`config.mk`:
```
export PLATFORM = sky130hd
export DESIGN_NAME = mtc_sqrt_cell
export DESIGN_NICKNAME = d
export VERILOG_FILES = /design/src/rtl/mtc_sqrt_cell.sv
export SDC_FILE = /design/constraint.sdc
export NUM_CORES = 1
export LEC_CHECK = 0
export ABC_CLOCK_PERIOD_IN_PS = 5000
export BUFFER_PORTS_ARGS = -buffer_cell sky130_fd_sc_hd__buf_2
export CAP_MARGIN = 40
export CORE_MARGIN = 3
export CORE_UTILIZATION = 45
export DETAILED_ROUTE_END_ITERATION = 12
export HOLD_SLACK_MARGIN = 0.05
export PLACE_DENSITY = 0.76
export SYNTH_ARGS = -nofsm -noshare
export SYNTH_HDL_FRONTEND = slang
export SYNTH_SLANG_ARGS = --single-unit
```
`constraint.sdc`:
```
create_clock -name clk -period 5 [get_ports clk]
set_input_delay 0.25 -clock clk [delete_from_list [all_inputs] [get_ports clk]]
set_output_delay 0.25 -clock clk [all_outputs]
set_load 0.05 [all_outputs]
```
`src/rtl/mtc_sqrt_cell.sv`:
```
`default_nettype none
// One root bit per cell: bring down two radicand bits, try (root<<2)|1.
module mtc_sqrt_cell #(
  parameter int unsigned R      = 17,
  parameter int unsigned SIDE_W = 1
) (
  input  wire logic              clk,
  input  wire logic              rst_n,
  input  wire logic              en,
  input  wire logic              vld_i,
  input  wire logic [2*R-1:0]    rad_i,
  input  wire logic [R:0]        rem_i,
  input  wire logic [R-1:0]      root_i,
  input  wire logic [SIDE_W-1:0] side_i,
  output logic                   vld_o,
  output logic [2*R-1:0]         rad_o,
  output logic [R:0]             rem_o,
  output logic [R-1:0]           root_o,
  output logic [SIDE_W-1:0]      side_o
);
  logic [R+2:0] part;
  logic [R+2:0] trial;
  logic         ge;
  logic [R+2:0] diff;

  assign part  = {rem_i, rad_i[2*R-1 -: 2]};
  assign trial = {1'b0, root_i, 2'b01};
  assign ge    = part >= trial;
  assign diff  = ge ? part - trial : part;

  always_ff @(posedge clk) begin
    if (!rst_n) begin
      vld_o <= 1'b0;
    end else if (en) begin
      vld_o <= vld_i;
    end
  end

  always_ff @(posedge clk) begin
    if (en) begin
      rad_o  <= {rad_i[2*R-3:0], 2'b00};
      rem_o  <= diff[R:0];
      root_o <= {root_i[R-2:0], ge};
      side_o <= side_i;
    end
  end
endmodule
`default_nettype wire

```
# Yosys cells after proc, flatten, opt, wreduce, memory -nomap -nowiden
# Cells that the tools add are included.
[op_classes]
n_addsub = 1
mul = 0
div = 0
magnitude_cmp = 1
n_eq_ne = 0
n_shift = 0
mux = 1
n_bitwise = 0
n_reduce_logical = 0
[op_table]
columns = ["operator", "count"]
rows = [
  [">= comparator 20 x 19 -> 1 bit", 1],
  ["2-to-1 mux 18 bit", 1],
  ["subtractor 18 bit", 1],
]
[totals]
ff_bits = 69
latch_bits = 0
ram_bits = 0
romBits = 0
output_inout_bits = 71
mem_count = 0

# Longest topological paths before layout
[depth]
ltp_word = 2
depth_mapped = 9

# Worst setup path after synthesis
# OpenSTA, ideal clock, no wires.
[synth_path]
path_type = "input to register"
from = "input root_i[3]"
to = "register rem_o[11], data pin"
setup_time_ns = 0.260
arrival_ns = 2.063
required_time_ns = 4.740
setup_slack_ns = 2.677
path_stages = 9
n_path_buf = 1
cell_sequence = "inv_1 -> ha_1 -> o211ai_1 -> a21o_1 -> a22o_2 -> a211o_1 -> o211ai_4 -> buf_12 -> mux2_4"
[synth_between]
elab_chain_len = 2
[synth_lines]
columns = ["element", "line_no", "text"]
rows = [
  ["start, declared", "13", "input wire logic [R-1:0] root_i,"],
  [">= comparator 20 x 19 -> 1 bit", "28", "assign ge = part >= trial;"],
  ["via ge", "23", "logic ge;"],
  ["2-to-1 mux 18 bit", "29", "assign diff = ge ? part - trial : part;"],
  ["via diff[11]", "24", "logic [R+2:0] diff;"],
  ["end signal, assigned", "42", "rem_o <= diff[R:0];"],
  ["end, declared", "17", "output logic [R:0] rem_o,"],
]
# The timed path passes the listed nets, and every way through them passes these cells.
# A chain may end at the register's enable or synchronous reset.

# Final worst setup path
[layout_path]
from = "input root_i[7]"
to = "register rem_o[17], data pin"
[layout_between]
elab_chain_len = 2
[layout_lines]
columns = ["element", "line_no"]
rows = [
  ["subtractor 18 bit or >= comparator 20 x 19 -> 1 bit (tied branches)", "29, 28"],
  ["2-to-1 mux 18 bit (*)", "29"],
  ["via diff[17]", "24"],
]
# Mark *: on every way through the listed nets, which the timed path passes. The rest lies on a longest branch.

==> results.md <==
* Status: finished clean
* Clock transition at path regs at 0.09 ns
* Hold Path Class: in -> reg
* Post-Synth Adder-Cell Area at 0.0696
* CTS Buf Count at 9
* Vias in the first global route at 2518
* Via-per-instance ratio at 5.13
* Period minus WS final at 2.48 ns
* Main combinational cell family by area after synthesis: compound AO/OA/AOI/OAI gates
* Site row count at 31
* Nets at 492
* Detailed-route DRC error count at 0
* Initial antenna violation count at 0
* RD Place Congestion at 0.796
* Crit Path Class: in -> reg
* Synth Area in Compound Gates at 0.108
* Post-synth top area share at 0.598
* Power density cells at 376 nW/um2
* DRT Pass-1 Iters at 4
* Max rail drop VDD at 0.137 mV
* Post-DP HPWL at 5890 um
* CP Data Required Time at 5.10 ns
* Asr flop ratio synth at 0
* Detail Route Antenna Nets at 0
* Crit path largest cell delay at 0.70 ns
* Maximum fanout along the worst path at 19
* Worst skew pair latency at 0.34 ns
* Clk buf depth at 2
* Clock root buffer: clkbuf_8
* H-tree depth at 3
* Post-synth EDFFs at 68
* Synth warn at 0
* Worst slack, placed at 2.18 ns
* Synth Register Bits at 69
* Cell taking the most area after synthesis: edfxtp_1
* Drt wl/cell at 15.4 um
* P_leak at 1.96 nW
* Final setup skew at 0 ns
* Final wirelength at 7730 um
* Total GRT Usage at 0.177
* Crit path cell chain: buf_2 -> inv_1 -> ha_1 -> a21oi_1 -> o21ai_0 -> a311oi_2 -> o211ai_4 -> mux2_2
* Remaining global-route overflow at 0
* Sequential share of the synthesized area at 0.604
* Highest Clock Rate at 403 MHz
* CTS tree: yes
* Period utilization at 0.496
* Synthesized area at 3410 um2
* IO buf count at 142
* Slew HR at 0.422
* Core area at 7290 um2
* First-pass GRT wire length at 11900 um
* Worst EP arrival at 2.58 ns
* Layout cells sized above 1 at 0.446
* Setup crit start kind: input port
* Clock Sinks at 69
* Final WS setup at 2.52 ns
* Hold Fails Final Rpt at 0
* Syn Area/Cell at 13.7 um2
* Synth cell types at 49
* Slowest-stage cell, CP: o211ai_4
* Initial Util at 0.468
* Antenna cells at 0
* Simple-gate share of the synthesized area at 0.0718
* RSZ-0062 raised after global routing: false
* Primary FF master, synth: edfxtp_1
* Top post-synthesis cells by area: edfxtp_1 60%, ha_1 7.0%, mux2_2 3.0%, inv_1 2.9%, mux2_4 2.6%
* Die area at 8670 um2
* Max cap viols at 0
* DIE WIDTH at 93.1 um
* # IOs at 145
* Largest net degree at the start of global routing at 70
* Final TNS setup at 0 ns
* Via count at 2578
* XOR/XNOR share of the synthesized area at 0.0308
* Crit path capture type: flop
* Die Y at 93.1 um
* Max-slew violations at 0
* Gate Count Post-Synth at 249
* Worst Tran Pin Value at 0.867 ns
* Final setup viols at 0
* Synth-to-Final Area Change at 29.9%
* 1st-iter DRT viols at 170
* Cts repair resizes at 0
* Multiplexer area fraction after synthesis at 0.0707
cell usage after synthesis, types with 2 or more instances:
| cell | instances |
|---|---|
| edfxtp_1 | 68 |
| inv_1 | 26 |
| ha_1 | 19 |
| a21oi_1 | 13 |
| o21ai_0 | 10 |
| mux2_2 | 9 |
| nor2_1 | 9 |
| xnor2_1 | 8 |
| nand2_1 | 7 |
| mux2_4 | 6 |
| nand3_1 | 6 |
| mux2i_1 | 5 |
| nor3_1 | 5 |
| xor2_1 | 4 |
| a211oi_1 | 3 |
| a21o_1 | 3 |
| nor2b_1 | 3 |
| nor3b_1 | 3 |
| o211ai_1 | 3 |
| a2111oi_0 | 2 |
| and4_1 | 2 |
| buf_2 | 2 |
| buf_4 | 2 |
| clkbuf_1 | 2 |
| nand2b_1 | 2 |
| nand4_1 | 2 |
| nand4b_1 | 2 |
| o221ai_1 | 2 |
area by class of cell:
cell class	instances	area (um2)
fillers	612	2860
flip-flops and latches	69	2060
multi-input cells	148	1200
repair buffers	145	738
clock buffers	9	124
well taps	99	124
inverters	26	97.6
clock inverters	7	82.6
layer usage:
metal	vias to the layer above	wire, um	track usage
met5	-	0	0
met4	0	89	0.0586
met3	11	653	0.0531
met2	108	3980	0.322
met1	1224	3010	0.197
li1	1235	-	-
path summary, 6_finish.rpt:
path | endpoint | cells past startpoint | slack [ns] | start
setup / recovery | rem_o[17] | 8 | 2.52 | root_i[7]
hold / removal | rad_o[26] | 1 | 0.07 | rad_i[24]
setup reg to reg | vld_o | 2 | 4.37 | vld_o
hold reg to reg | vld_o | 2 | 0.56 | vld_o
stage by stage:
step                hold WS (ns)   util  power, mW  instance area (um2)  cells
detailed placement         0.428  0.577       1.21                 4210    485
floorplan                  0.349      -       1.09                 3420    250
finish                    0.0671  0.608       1.66                 4430    503
CTS                       0.0543  0.605       1.68                 4410    501
global route              0.0527  0.608       1.74                 4430    503
global placement           0.427  0.577       1.20                 4210    485
timing repair:
| action | 4_1_cts | 5_1_grt |
|---|---|---|
| setup buffers | 0 | 0 |
| hold buffers | 0 | 2 |
| hold endpoints to repair | 0 | 2 |
cells by family after synthesis:
kind of cell               after synthesis
xor gates and xnor gates                12
DFF                                     69
other                                    1
AOI/OAI and AO/OA                       50
adders and majority gates               19
muxes                                   20
buffers and inverters                   33
and+or+nand+nor                         45
power by group:
part / switching [mW] / internal [mW] / total [mW]
sequential: 0.0126 / 0.704 / 0.716
clock: 0.231 / 0.238 / 0.469
combinational: 0.335 / 0.144 / 0.480
cells in the final DEF (no fill, tap or decap), types with 2 or more instances in the layout:
| cell type | synthesis | routed |
|---|---|---|
| a2111oi_0 | 2 | 2 |
| a211oi_1 | 3 | 3 |
| a21o_1 | 3 | 3 |
| a21oi_1 | 13 | 13 |
| and4_1 | 2 | 2 |
| buf_2 | 2 | 142 |
| clkbuf_8 | 0 | 9 |
| clkinvlp_4 | 0 | 2 |
| conb_1 | 1 | 2 |
| dlygate4sd3_1 | 0 | 2 |
| edfxtp_1 | 68 | 68 |
| ha_1 | 19 | 19 |
| inv_1 | 26 | 26 |
| inv_6 | 0 | 2 |
| mux2_2 | 9 | 9 |
| mux2_4 | 6 | 6 |
| mux2i_1 | 5 | 5 |
| nand2_1 | 7 | 7 |
| nand2b_1 | 2 | 2 |
| nand3_1 | 6 | 6 |
| nand4_1 | 2 | 2 |
| nand4b_1 | 2 | 2 |
| nor2_1 | 9 | 9 |
| nor2b_1 | 3 | 3 |
| nor3_1 | 5 | 5 |
| nor3b_1 | 3 | 3 |
| o211ai_1 | 3 | 3 |
| o21ai_0 | 10 | 10 |
| o221ai_1 | 2 | 2 |
| xnor2_1 | 8 | 8 |
| xor2_1 | 4 | 4 |
worst max-delay path: cells and delay by family:
family	cells	cell delay, ns
adders and majority gates	1	0.43
buffers and inverters	2	0.13
muxes	1	0.42
AOI/OAI and AO/OA	4	1.33
sequential cells by signal (all words and copies together), names as in the netlist:
signal  cells
rad_o      32
rem_o      18
root_o     17
side_o      1
vld_o       1
Note: power is estimated with default switching activity, not from simulation.
