File: src/rtl/mtc_div_cell.sv
`default_nettype none
// One quotient bit per cell of a restoring divide; the divisor rides along.
module mtc_div_cell #(
  parameter int unsigned R      = 17,
  parameter int unsigned SIDE_W = 1
) (
  input  wire logic              clk,
  input  wire logic              rst_n,
  input  wire logic              en,
  input  wire logic              vld_i,
  input  wire logic [R-1:0]      num_i,
  input  wire logic [R-1:0]      rem_i,
  input  wire logic [R-1:0]      den_i,
  input  wire logic [R-1:0]      quo_i,
  input  wire logic [SIDE_W-1:0] side_i,
  output logic                   vld_o,
  output logic [R-1:0]           num_o,
  output logic [R-1:0]           rem_o,
  output logic [R-1:0]           den_o,
  output logic [R-1:0]           quo_o,
  output logic [SIDE_W-1:0]      side_o
);
  logic [R:0] part;
  logic       ge;
  logic [R:0] diff;

  assign part = {rem_i, num_i[R-1]};
  assign ge   = part >= {1'b0, den_i};
  assign diff = ge ? part - {1'b0, den_i} : part;

  always_ff @(posedge clk) begin
    if (!rst_n) begin
      vld_o <= 1'b0;
    end else if (en) begin
      vld_o <= vld_i;
    end
  end

  always_ff @(posedge clk) begin
    if (en) begin
      num_o  <= {num_i[R-2:0], 1'b0};
      rem_o  <= diff[R-1:0];
      den_o  <= den_i;
      quo_o  <= {quo_i[R-2:0], ge};
      side_o <= side_i;
    end
  end
endmodule
`default_nettype wire

File: config.mk
export PLATFORM = sky130hd
export DESIGN_NAME = mtc_div_cell
export DESIGN_NICKNAME = d
export VERILOG_FILES = /design/src/rtl/mtc_div_cell.sv
export SDC_FILE = /design/constraint.sdc
export NUM_CORES = 1
export LEC_CHECK = 0
export BUFFER_PORTS_ARGS = -buffer_cell sky130_fd_sc_hd__buf_2
export CAP_MARGIN = 30
export CORE_MARGIN = 10
export CORE_UTILIZATION = 43
export DETAILED_ROUTE_END_ITERATION = 6
export GPL_TIMING_DRIVEN = 1
export PLACE_DENSITY = 0.86
export SLEW_MARGIN = 10
export SYNTH_ARGS = -nofsm -noshare
export SYNTH_HDL_FRONTEND = slang
export SYNTH_SLANG_ARGS = --single-unit
File: constraint.sdc
create_clock -name clk -period 2.8 [get_ports clk]
set_input_delay 0.7 -clock clk [delete_from_list [all_inputs] [get_ports clk]]
set_output_delay 0.7 -clock clk [all_outputs]
set_load 0.02 [all_outputs]
Word-level counts from Yosys, hierarchy flattened
Index checks and enable logic that the tools add are counted.
W data, S select, Z words.
{"block": "totals", "output_inout_bits": 70, "latch_bits": 0, "memories": 0, "ff_bits": 69, "in_bits": 73, "mem_bits_ro": 0, "mem_bits_rw": 0, "word_cells": 9}
{"block": "op_classes", "div": 0, "n_addsub": 1, "muxes": 1, "n_reduce_logical": 0, "shift": 0, "n_eq_ne": 0, "bitwise": 0, "mul": 0, "order_cmp": 1}
{"cell": "$ge A18 B17 Y1", "count": 1}
{"cell": "$mux W17", "count": 1}
{"cell": "$sub A17 B17 Y17", "count": 1}

Depth between registers and ports, before layout
Gate-level depths: netlist of run 1.
{"block": "depth", "ltp_word": 2, "mapped_depth": 11, "mapped_depth_nobuf": 10}

Worst setup path before layout of run 1
Ideal clock, no wire load.
{"block": "synth_timing", "path_type": "input to register", "from": "input num_i[16]", "to": "register rem_o[10] (data pin)", "arrival_time_ns": 2.461, "cell_stages": 10, "setup_time_ns": 0.266, "setup_slack_ns": 0.072, "required_time_ns": 2.534, "path_buffers": 1, "path_cell_list": "inv_1 -> ha_1 -> inv_1 -> fa_1 -> a21oi_1 -> or3_4 -> a2111oi_4 -> nor3_2 -> clkbuf_1 -> o21ai_1"}
{"block": "synth_between", "elab_chain_cells": 2, "word_cells_on_any_way": 3, "classes_between": "add/sub (1); order compare (1); mux (1)"}
{"item": "start: declaration", "line_no": "11", "rtl": "input wire logic [R-1:0] num_i,"}
{"item": "$sub A17 B17 Y17 / $ge A18 B17 Y1 (equally long branches)", "line_no": "29, 28"}
{"item": "$mux W17 *", "line_no": "29", "rtl": "assign diff = ge ? part - {1'b0, den_i} : part;"}
{"item": "net diff[10]", "line_no": "25", "rtl": "logic [R:0] diff;"}
{"item": "end signal: assignment", "line_no": "42", "rtl": "rem_o <= diff[R-1:0];"}
{"item": "end: declaration", "line_no": "18", "rtl": "output logic [R-1:0] rem_o,"}
The timed path passes the listed nets; every way through them passes the cells marked *.
A chain may end at the register's enable or synchronous reset.

Worst setup path in the final report of run 1
{"block": "layout_timing", "from": "input num_i[16]", "to": "register rem_o[16] (data pin)"}
Same word-level chain as after synthesis.

==> run summary, run 1 <==
Post_cts resized - 0
Fill cells - 576
Worst hold path type - in -> reg
Register area share after synthesis - 64.53%
Post-synth EDFFs - 68
H-Tree Level Count - 3
Number of port buffers - 140
IO Pins - 143
GR Overflow Total - 0
Gpl congestion - 0.8189
Most used DFF post-synth - edfxtp_1
Vias per inst - 4.977
Ratio of cells with drive above 1 in the final layout - 45.89%
Pleak - 1.987 nW
Routed Antenna Nets - 0
FMAX - 0.3943 GHz
Vias in the first global route - 2601
Clk sinks - 69
Synth top area share - 63.90%
Final setup vio count - 0
Die height - 106.2 µm
Min cycle time layout - 2.536 ns
Clock Latency Late Sink - 0.33 ns
Core box area - 7253 µm²
Final Hold Viols - 0
Cells along the critical path - buf_2 -> inv_1 -> ha_1 -> inv_1 -> fa_1 -> a21oi_1 -> or3_4 -> a2111oi_4 -> nor3_4 -> buf_12 -> a31o_2 -> o21ai_1
Routed via count - 2553
Clock power frac - 29.1%
Total Power - 2.659 mW
CP dominant cell by count - inv_1
CP required - 2.99 ns
Sequential power share - 48.0%
Max clock buf depth - 2
Core Util, Final - 60.58%
Post-Syn Area - 3196 µm²
Drt first-iter violations - 115
Final worst slack - 0.2636 ns
Crit path buffers/inverters - 4
Synth cell types - 46
Synth Area per Inst - 13.43 µm²
Switching power - 755.0 µW
CP arrival - 2.73 ns
ANT cells - 0
Internal cell power - 1.903 mW
CTS clock-pin slew for the worst setup and hold paths - 0.08 ns
TritonCTS buffer count - 9
Gate power share - 23.0%
First-pass GRT wire length - 13690 µm
Largest cells by area after synthesis - edfxtp_1 64%, ha_1 6.7%, inv_1 2.7%
Initial Util - 44.06%
DPL Wire Length - 7197 µm
Post-synth top area cell - edfxtp_1
Drt wl/cell - 17.27 µm
Die width - 106.2 µm
Area grow syn2layout - 37.51%
Initial antenna violation count - 0
# hold bufs at CTS - 0
Sw frac - 28.40%
Residual DRC - 0
Power per cell area - 605.0 nW/µm²
Cell count after synthesis - 238
Max Cap Viol - 0
Crit Path Class - in -> reg
Yosys reg bits - 69
Number of setup buffers added after CTS - 0
Cell Rows - 31
Worst vdd ir - 0.0002884 V
Largest net degree at the start of global routing - 42
Top-count cell post-synth - edfxtp_1
Final period utilization - 90.59%
CP max FO - 12
CP max-delay cell - or3_4
CP Launch Type - input port
Root Driver - clkbuf_8
Nets@finish - 500
CTS tree - done
Ys Warns - 0
Overall routing resource usage - 15.42%
CP endpoint kind - register
Critical Path Max Stage Delay - 0.37 ns
Ys async rst share - 0%
Clock skew - 0 ns
Unrepaired setup endpoints after global routing - false
Post-Syn Nets - 329
Post-Route WL - 8859 µm
Final hold slack - 0.5373 ns
Pre-CTS setup slack - -0.07458 ns
Delay-heaviest family, CP - compound AO/OA/AOI/OAI gates
Most frequent cells after synthesis - 68 x edfxtp_1, 23 x inv_1, 23 x nand2_1
Slew Viols, Final - 0
Status - finished clean
Router iterations before antenna repair - 4
Die area - 11280 µm²
routing by layer:
layer	routed length [µm]	GRT usage, %
met5	0	0
met3	1095	8.031
met1	3194	16.00
met2	4483	26.90
met4	86	3.965
final timing paths:
path         slack, ns             endpoint  cells after the start                from
max               0.26  rem_o[16]$_DFFE_PP_                     12           num_i[16]
min               0.54  quo_o[14]$_DFFE_PP_                      1           quo_i[13]
max reg2reg       2.10   vld_o$_SDFFE_PN0P_                      2  vld_o$_SDFFE_PN0P_
min reg2reg       0.60   vld_o$_SDFFE_PN0P_                      2  vld_o$_SDFFE_PN0P_
kinds of logic (layout without fill, tap and decap cells):
group / after synthesis / count (layout) / synth area share, %
muxes: 3 / 3 / 0.9789
AOI/OAI and AO/OA: 59 / 59 / 12.84
DFF: 69 / 69 / 64.53
adders and majority gates: 18 / 18 / 7.283
and+or+nand+nor: 51 / 51 / 7.949
other: 1 / 1 / 0.1174
xor gates and xnor gates: 10 / 10 / 2.741
buffers and inverters: 27 / 203 / 3.563
sequential cells by signal, summed over array words and instances, names as in the netlist:
register / cells
side_o: 1
den_o: 17
rem_o: 17
vld_o: 1
num_o: 16
quo_o: 17
per-stage QoR:
stage | cells | area [µm²] | setup TNS (ns)
floorplan | 238 | 3196 | 0
global placement | 497 | 4204 | -0.02914
detailed placement | 497 | 4204 | -0.6648
CTS | 513 | 4394 | 0
global route | 513 | 4394 | 0
finish | 513 | 4394 | 0
cells in the final DEF (no fill, tap or decap), drive strengths merged, types with 2 or more instances in the layout:
cell type	n
o21ai	20
a21boi	2
nor2b	3
nor2	6
nand3	3
ha	17
a21oi	13
xnor2	5
clkinv	6
nand2b	3
clkbuf	9
buf	164
mux2i	2
or3	4
o21a	2
a21o	6
xor2	5
inv	23
nand2	23
a211oi	3
nor3	5
o31ai	4
edfxtp	68
worst register-to-register path, stage by stage, from the launching register on:
cell     delay (ns)
dfxtp_1        0.35
mux2i_1        0.08
nor2b_1        0.18
final cells by class:
class | count | area, µm² | area share [%]
Timing Repair Buffer | 164 | 905.9 | 20.62
Inverter | 23 | 86.33 | 1.965
Multi-Input combinational cell | 142 | 1026 | 23.35
Tap cell | 99 | 123.9 | 2.819
Sequential cell | 69 | 2062 | 46.92
Clock buffer | 9 | 123.9 | 2.819
Clock inverter | 7 | 66.31 | 1.509
power groups by stage:
stage / sequential (mW) / combinational, mW / clock (mW)
floorplan: 1.43 / 0.209 / 0
global placement: 1.29 / 0.596 / 0
detailed placement: 1.30 / 0.612 / 0
CTS: 1.28 / 0.617 / 0.796
global route: 1.28 / 0.667 / 0.839
finish: 1.28 / 0.611 / 0.772
(Power assumes the default switching activity.)
==> inputs of run 2 (changes only) <==
ABC_AREA = 1   (was not set)
CORE_ASPECT_RATIO = 1.1   (was not set)
CORE_UTILIZATION = 44   (was 43)
SLEW_MARGIN = not set   (was 10)
==> run 2 against run 1 <==
Die area rose by 7.5%. Cell count increased by 29%. Maximum frequency increased by 12%. Core utilization decreased by 0.27 points. Combinational power rose by 9.7%. Register-to-register slack improved by 0.06 ns. Clock power rose by 3.9%. Critical endpoint is now rem_o[14]$_DFFE_PP_. Sequential share of layout area down 3.7 points. Design area rose by 8.6%. Flip-flop and latch count stayed put.
==> run summary, run 2 <==
HP Start - num_i[5]
Ratio of cells with drive above 1 in the final layout - 36.78%
Status - finished clean
Ys async rst share - 0%
TritonCTS buffer count - 9
Sw frac - 30.29%
Switching power - 831.3 µW
Cell count after synthesis - 375
Final worst slack - 0.5393 ns
Area after DPL - 4552 µm²
CP Launch Type - input port
Worst vdd ir - 0.0002214 V
Overall routing resource usage - 15.78%
Sequential power share - 46.4%
Die width - 105.9 µm
Cell Rows - 34
Worst r2r dst - vld_o$_SDFFE_PN0P_
Synth top area share - 57.18%
Initial Util - 45.13%
R2R Setup Slk - 2.16 ns
Router iterations before antenna repair - 4
Post-synth top area cell - edfxtp_1
DPL Wire Length - 7784 µm
Final period utilization - 80.74%
Post-Syn Nets - 466
Drt wl/cell - 14.59 µm
CP max FO - 4
Crit Path Class - in -> reg
Internal cell power - 1.913 mW
Vias per inst - 4.576
ANT cells - 0
Area of the multi-input gates - 1210 µm²
Drt first-iter violations - 166
Fin area - 4772 µm²
Pleak - 2.482 nW
Power per cell area - 575.1 nW/µm²
Clock power frac - 29.2%
Clk sinks - 69
CP required - 2.91 ns
Reg2reg start - vld_o$_SDFFE_PN0P_
Post-Syn Area - 3571 µm²
Min cycle time layout - 2.261 ns
CTS clock-pin slew for the worst setup and hold paths - 0.08 ns
Synth Area per Inst - 9.522 µm²
Post-synth EDFFs - 68
Vias in the first global route - 3081
Register area share after synthesis - 57.74%
Clock Latency Late Sink - 0.34 ns
Post-Route WL - 9630 µm
CTS tree - done
Clock skew - 0 ns
Top-count cell post-synth - nand2_1
Total Power - 2.745 mW
Area grow syn2layout - 33.64%
Nets@finish - 638
Core box area - 7913 µm²
Die area - 12120 µm²
Max Cap Viol - 0
Sequential Area - 2062 µm²
Root Driver - clkbuf_8
Pre-CTS setup slack - -0.2674 ns
CP endpoint kind - register
Initial antenna violation count - 0
Final setup vio count - 0
Routed Antenna Nets - 0
Yosys reg bits - 69
Max clock buf depth - 2
GR Overflow Total - 0
Routed via count - 3020
Hold path depth - 1
Number of port buffers - 140
Gate power share - 24.4%
Fin Setup TNS - 0 ns
Gpl congestion - 0.8695
Unrepaired setup endpoints after global routing - false
Most frequent cells after synthesis - 125 x nand2_1, 68 x edfxtp_1, 65 x inv_1
CP arrival - 2.37 ns
Top Registers - den_o (17), quo_o (17), rem_o (17)
Final Hold Viols - 0
Ys Warns - 0
Worst hold path type - in -> reg
Most common cell after layout, fill and taps aside - buf_2
FMAX - 0.4423 GHz
Residual DRC - 0
Most used DFF post-synth - edfxtp_1
Most frequent cells in the layout - 140 x buf_2, 125 x nand2_1, 68 x edfxtp_1, 65 x inv_1, 32 x nand3_1
Hold EP - num_o[6]$_DFFE_PP_
Largest cells by area after synthesis - edfxtp_1 57%, nand2_1 13%, inv_1 6.8%
IO Pins - 143
Fill cells - 695
Die height - 114.5 µm
Worst Reg-to-Reg Cells - 2
Slew Viols, Final - 0
First-pass GRT wire length - 15300 µm
Largest net degree at the start of global routing - 71
Synth cell types - 26
H-Tree Level Count - 3
## run 2: logic make-up (layout without fill, tap and decap cells)
kind of cell               Yosys count  in the layout  synth area share [%]
AOI/OAI and AO/OA                   14             14                 2.067
other                                1              1                0.1050
and+or+nand+nor                    192            192                 23.48
DFF                                 69             69                 57.74
adders and majority gates           18             18                 6.517
buffers and inverters               74            251                 8.374
xor gates and xnor gates             7              7                 1.717
## run 2: layout make-up
type	instances	share of cell area (%)
sequential	69	43.21
clock buffer	9	2.596
inverter	69	5.427
timing repair buffer	166	19.04
multi-input combinational	232	25.35
tap	108	2.832
clock inverter	7	1.547
## run 2: power groups by stage
stage	Combinational [mW]	Sequential [mW]	Clock (mW)
global route	0.746	1.28	0.863
global placement	0.656	1.29	0
finish	0.670	1.27	0.802
CTS	0.673	1.27	0.812
detailed placement	0.670	1.30	0
floorplan	0.265	1.43	0
## run 2: worst max path at each step
stage / startpoint / to / slack [ns]
floorplan: num_i[16] / rem_o[4]$_DFFE_PP_ / 0.50
CTS: den_i[15] / rem_o[13]$_DFFE_PP_ / 0.10
global route: num_i[16] / rem_o[14]$_DFFE_PP_ / 0.37
detailed placement: den_i[15] / rem_o[13]$_DFFE_PP_ / -0.27
finish: num_i[16] / rem_o[14]$_DFFE_PP_ / 0.54
global placement: rem_i[14] / rem_o[15]$_DFFE_PP_ / -0.23
## run 2: timing repair
| item | 4_1_cts | 5_1_grt |
|---|---|---|
| setup buffers | 0 | 3 |
| endpoints found under the setup margin | 0 | 17 |
| hold buffers | 0 | 0 |
| gates resized for setup | 0 | 0 |
## run 2: per-layer routing
layer  track usage (%)  vias up  share of wire, %
li1                  -     1546                 -
met1             17.37     1341                40
met2             27.35      121                49
met3             6.025       12                10
met4             5.330        0               1.2
met5                 0        -                 0
## run 2: through the flow
stage	hold WS [ns]	std cells	utilization [%]
after CTS	0.5125	657	60.03
after detailed placement	0.5340	641	57.53
after global placement	0.5197	641	57.53
final	0.5218	660	60.31
after floorplan	0.6055	375	-
after global routing	0.5025	660	60.31
## run 2: critical path, stage by stage
cell and delay (ns):
buf_2 0.11, inv_1 0.05, ha_1 0.13, inv_1 0.07, fa_1 0.44, nand3_1 0.11
nand3_1 0.16, nand2_1 0.10, nand2_1 0.10, nand2_1 0.13, nand2_1 0.06, nand2_1 0.05
nand2_1 0.04, nand2_1 0.05, nand2_1 0.05
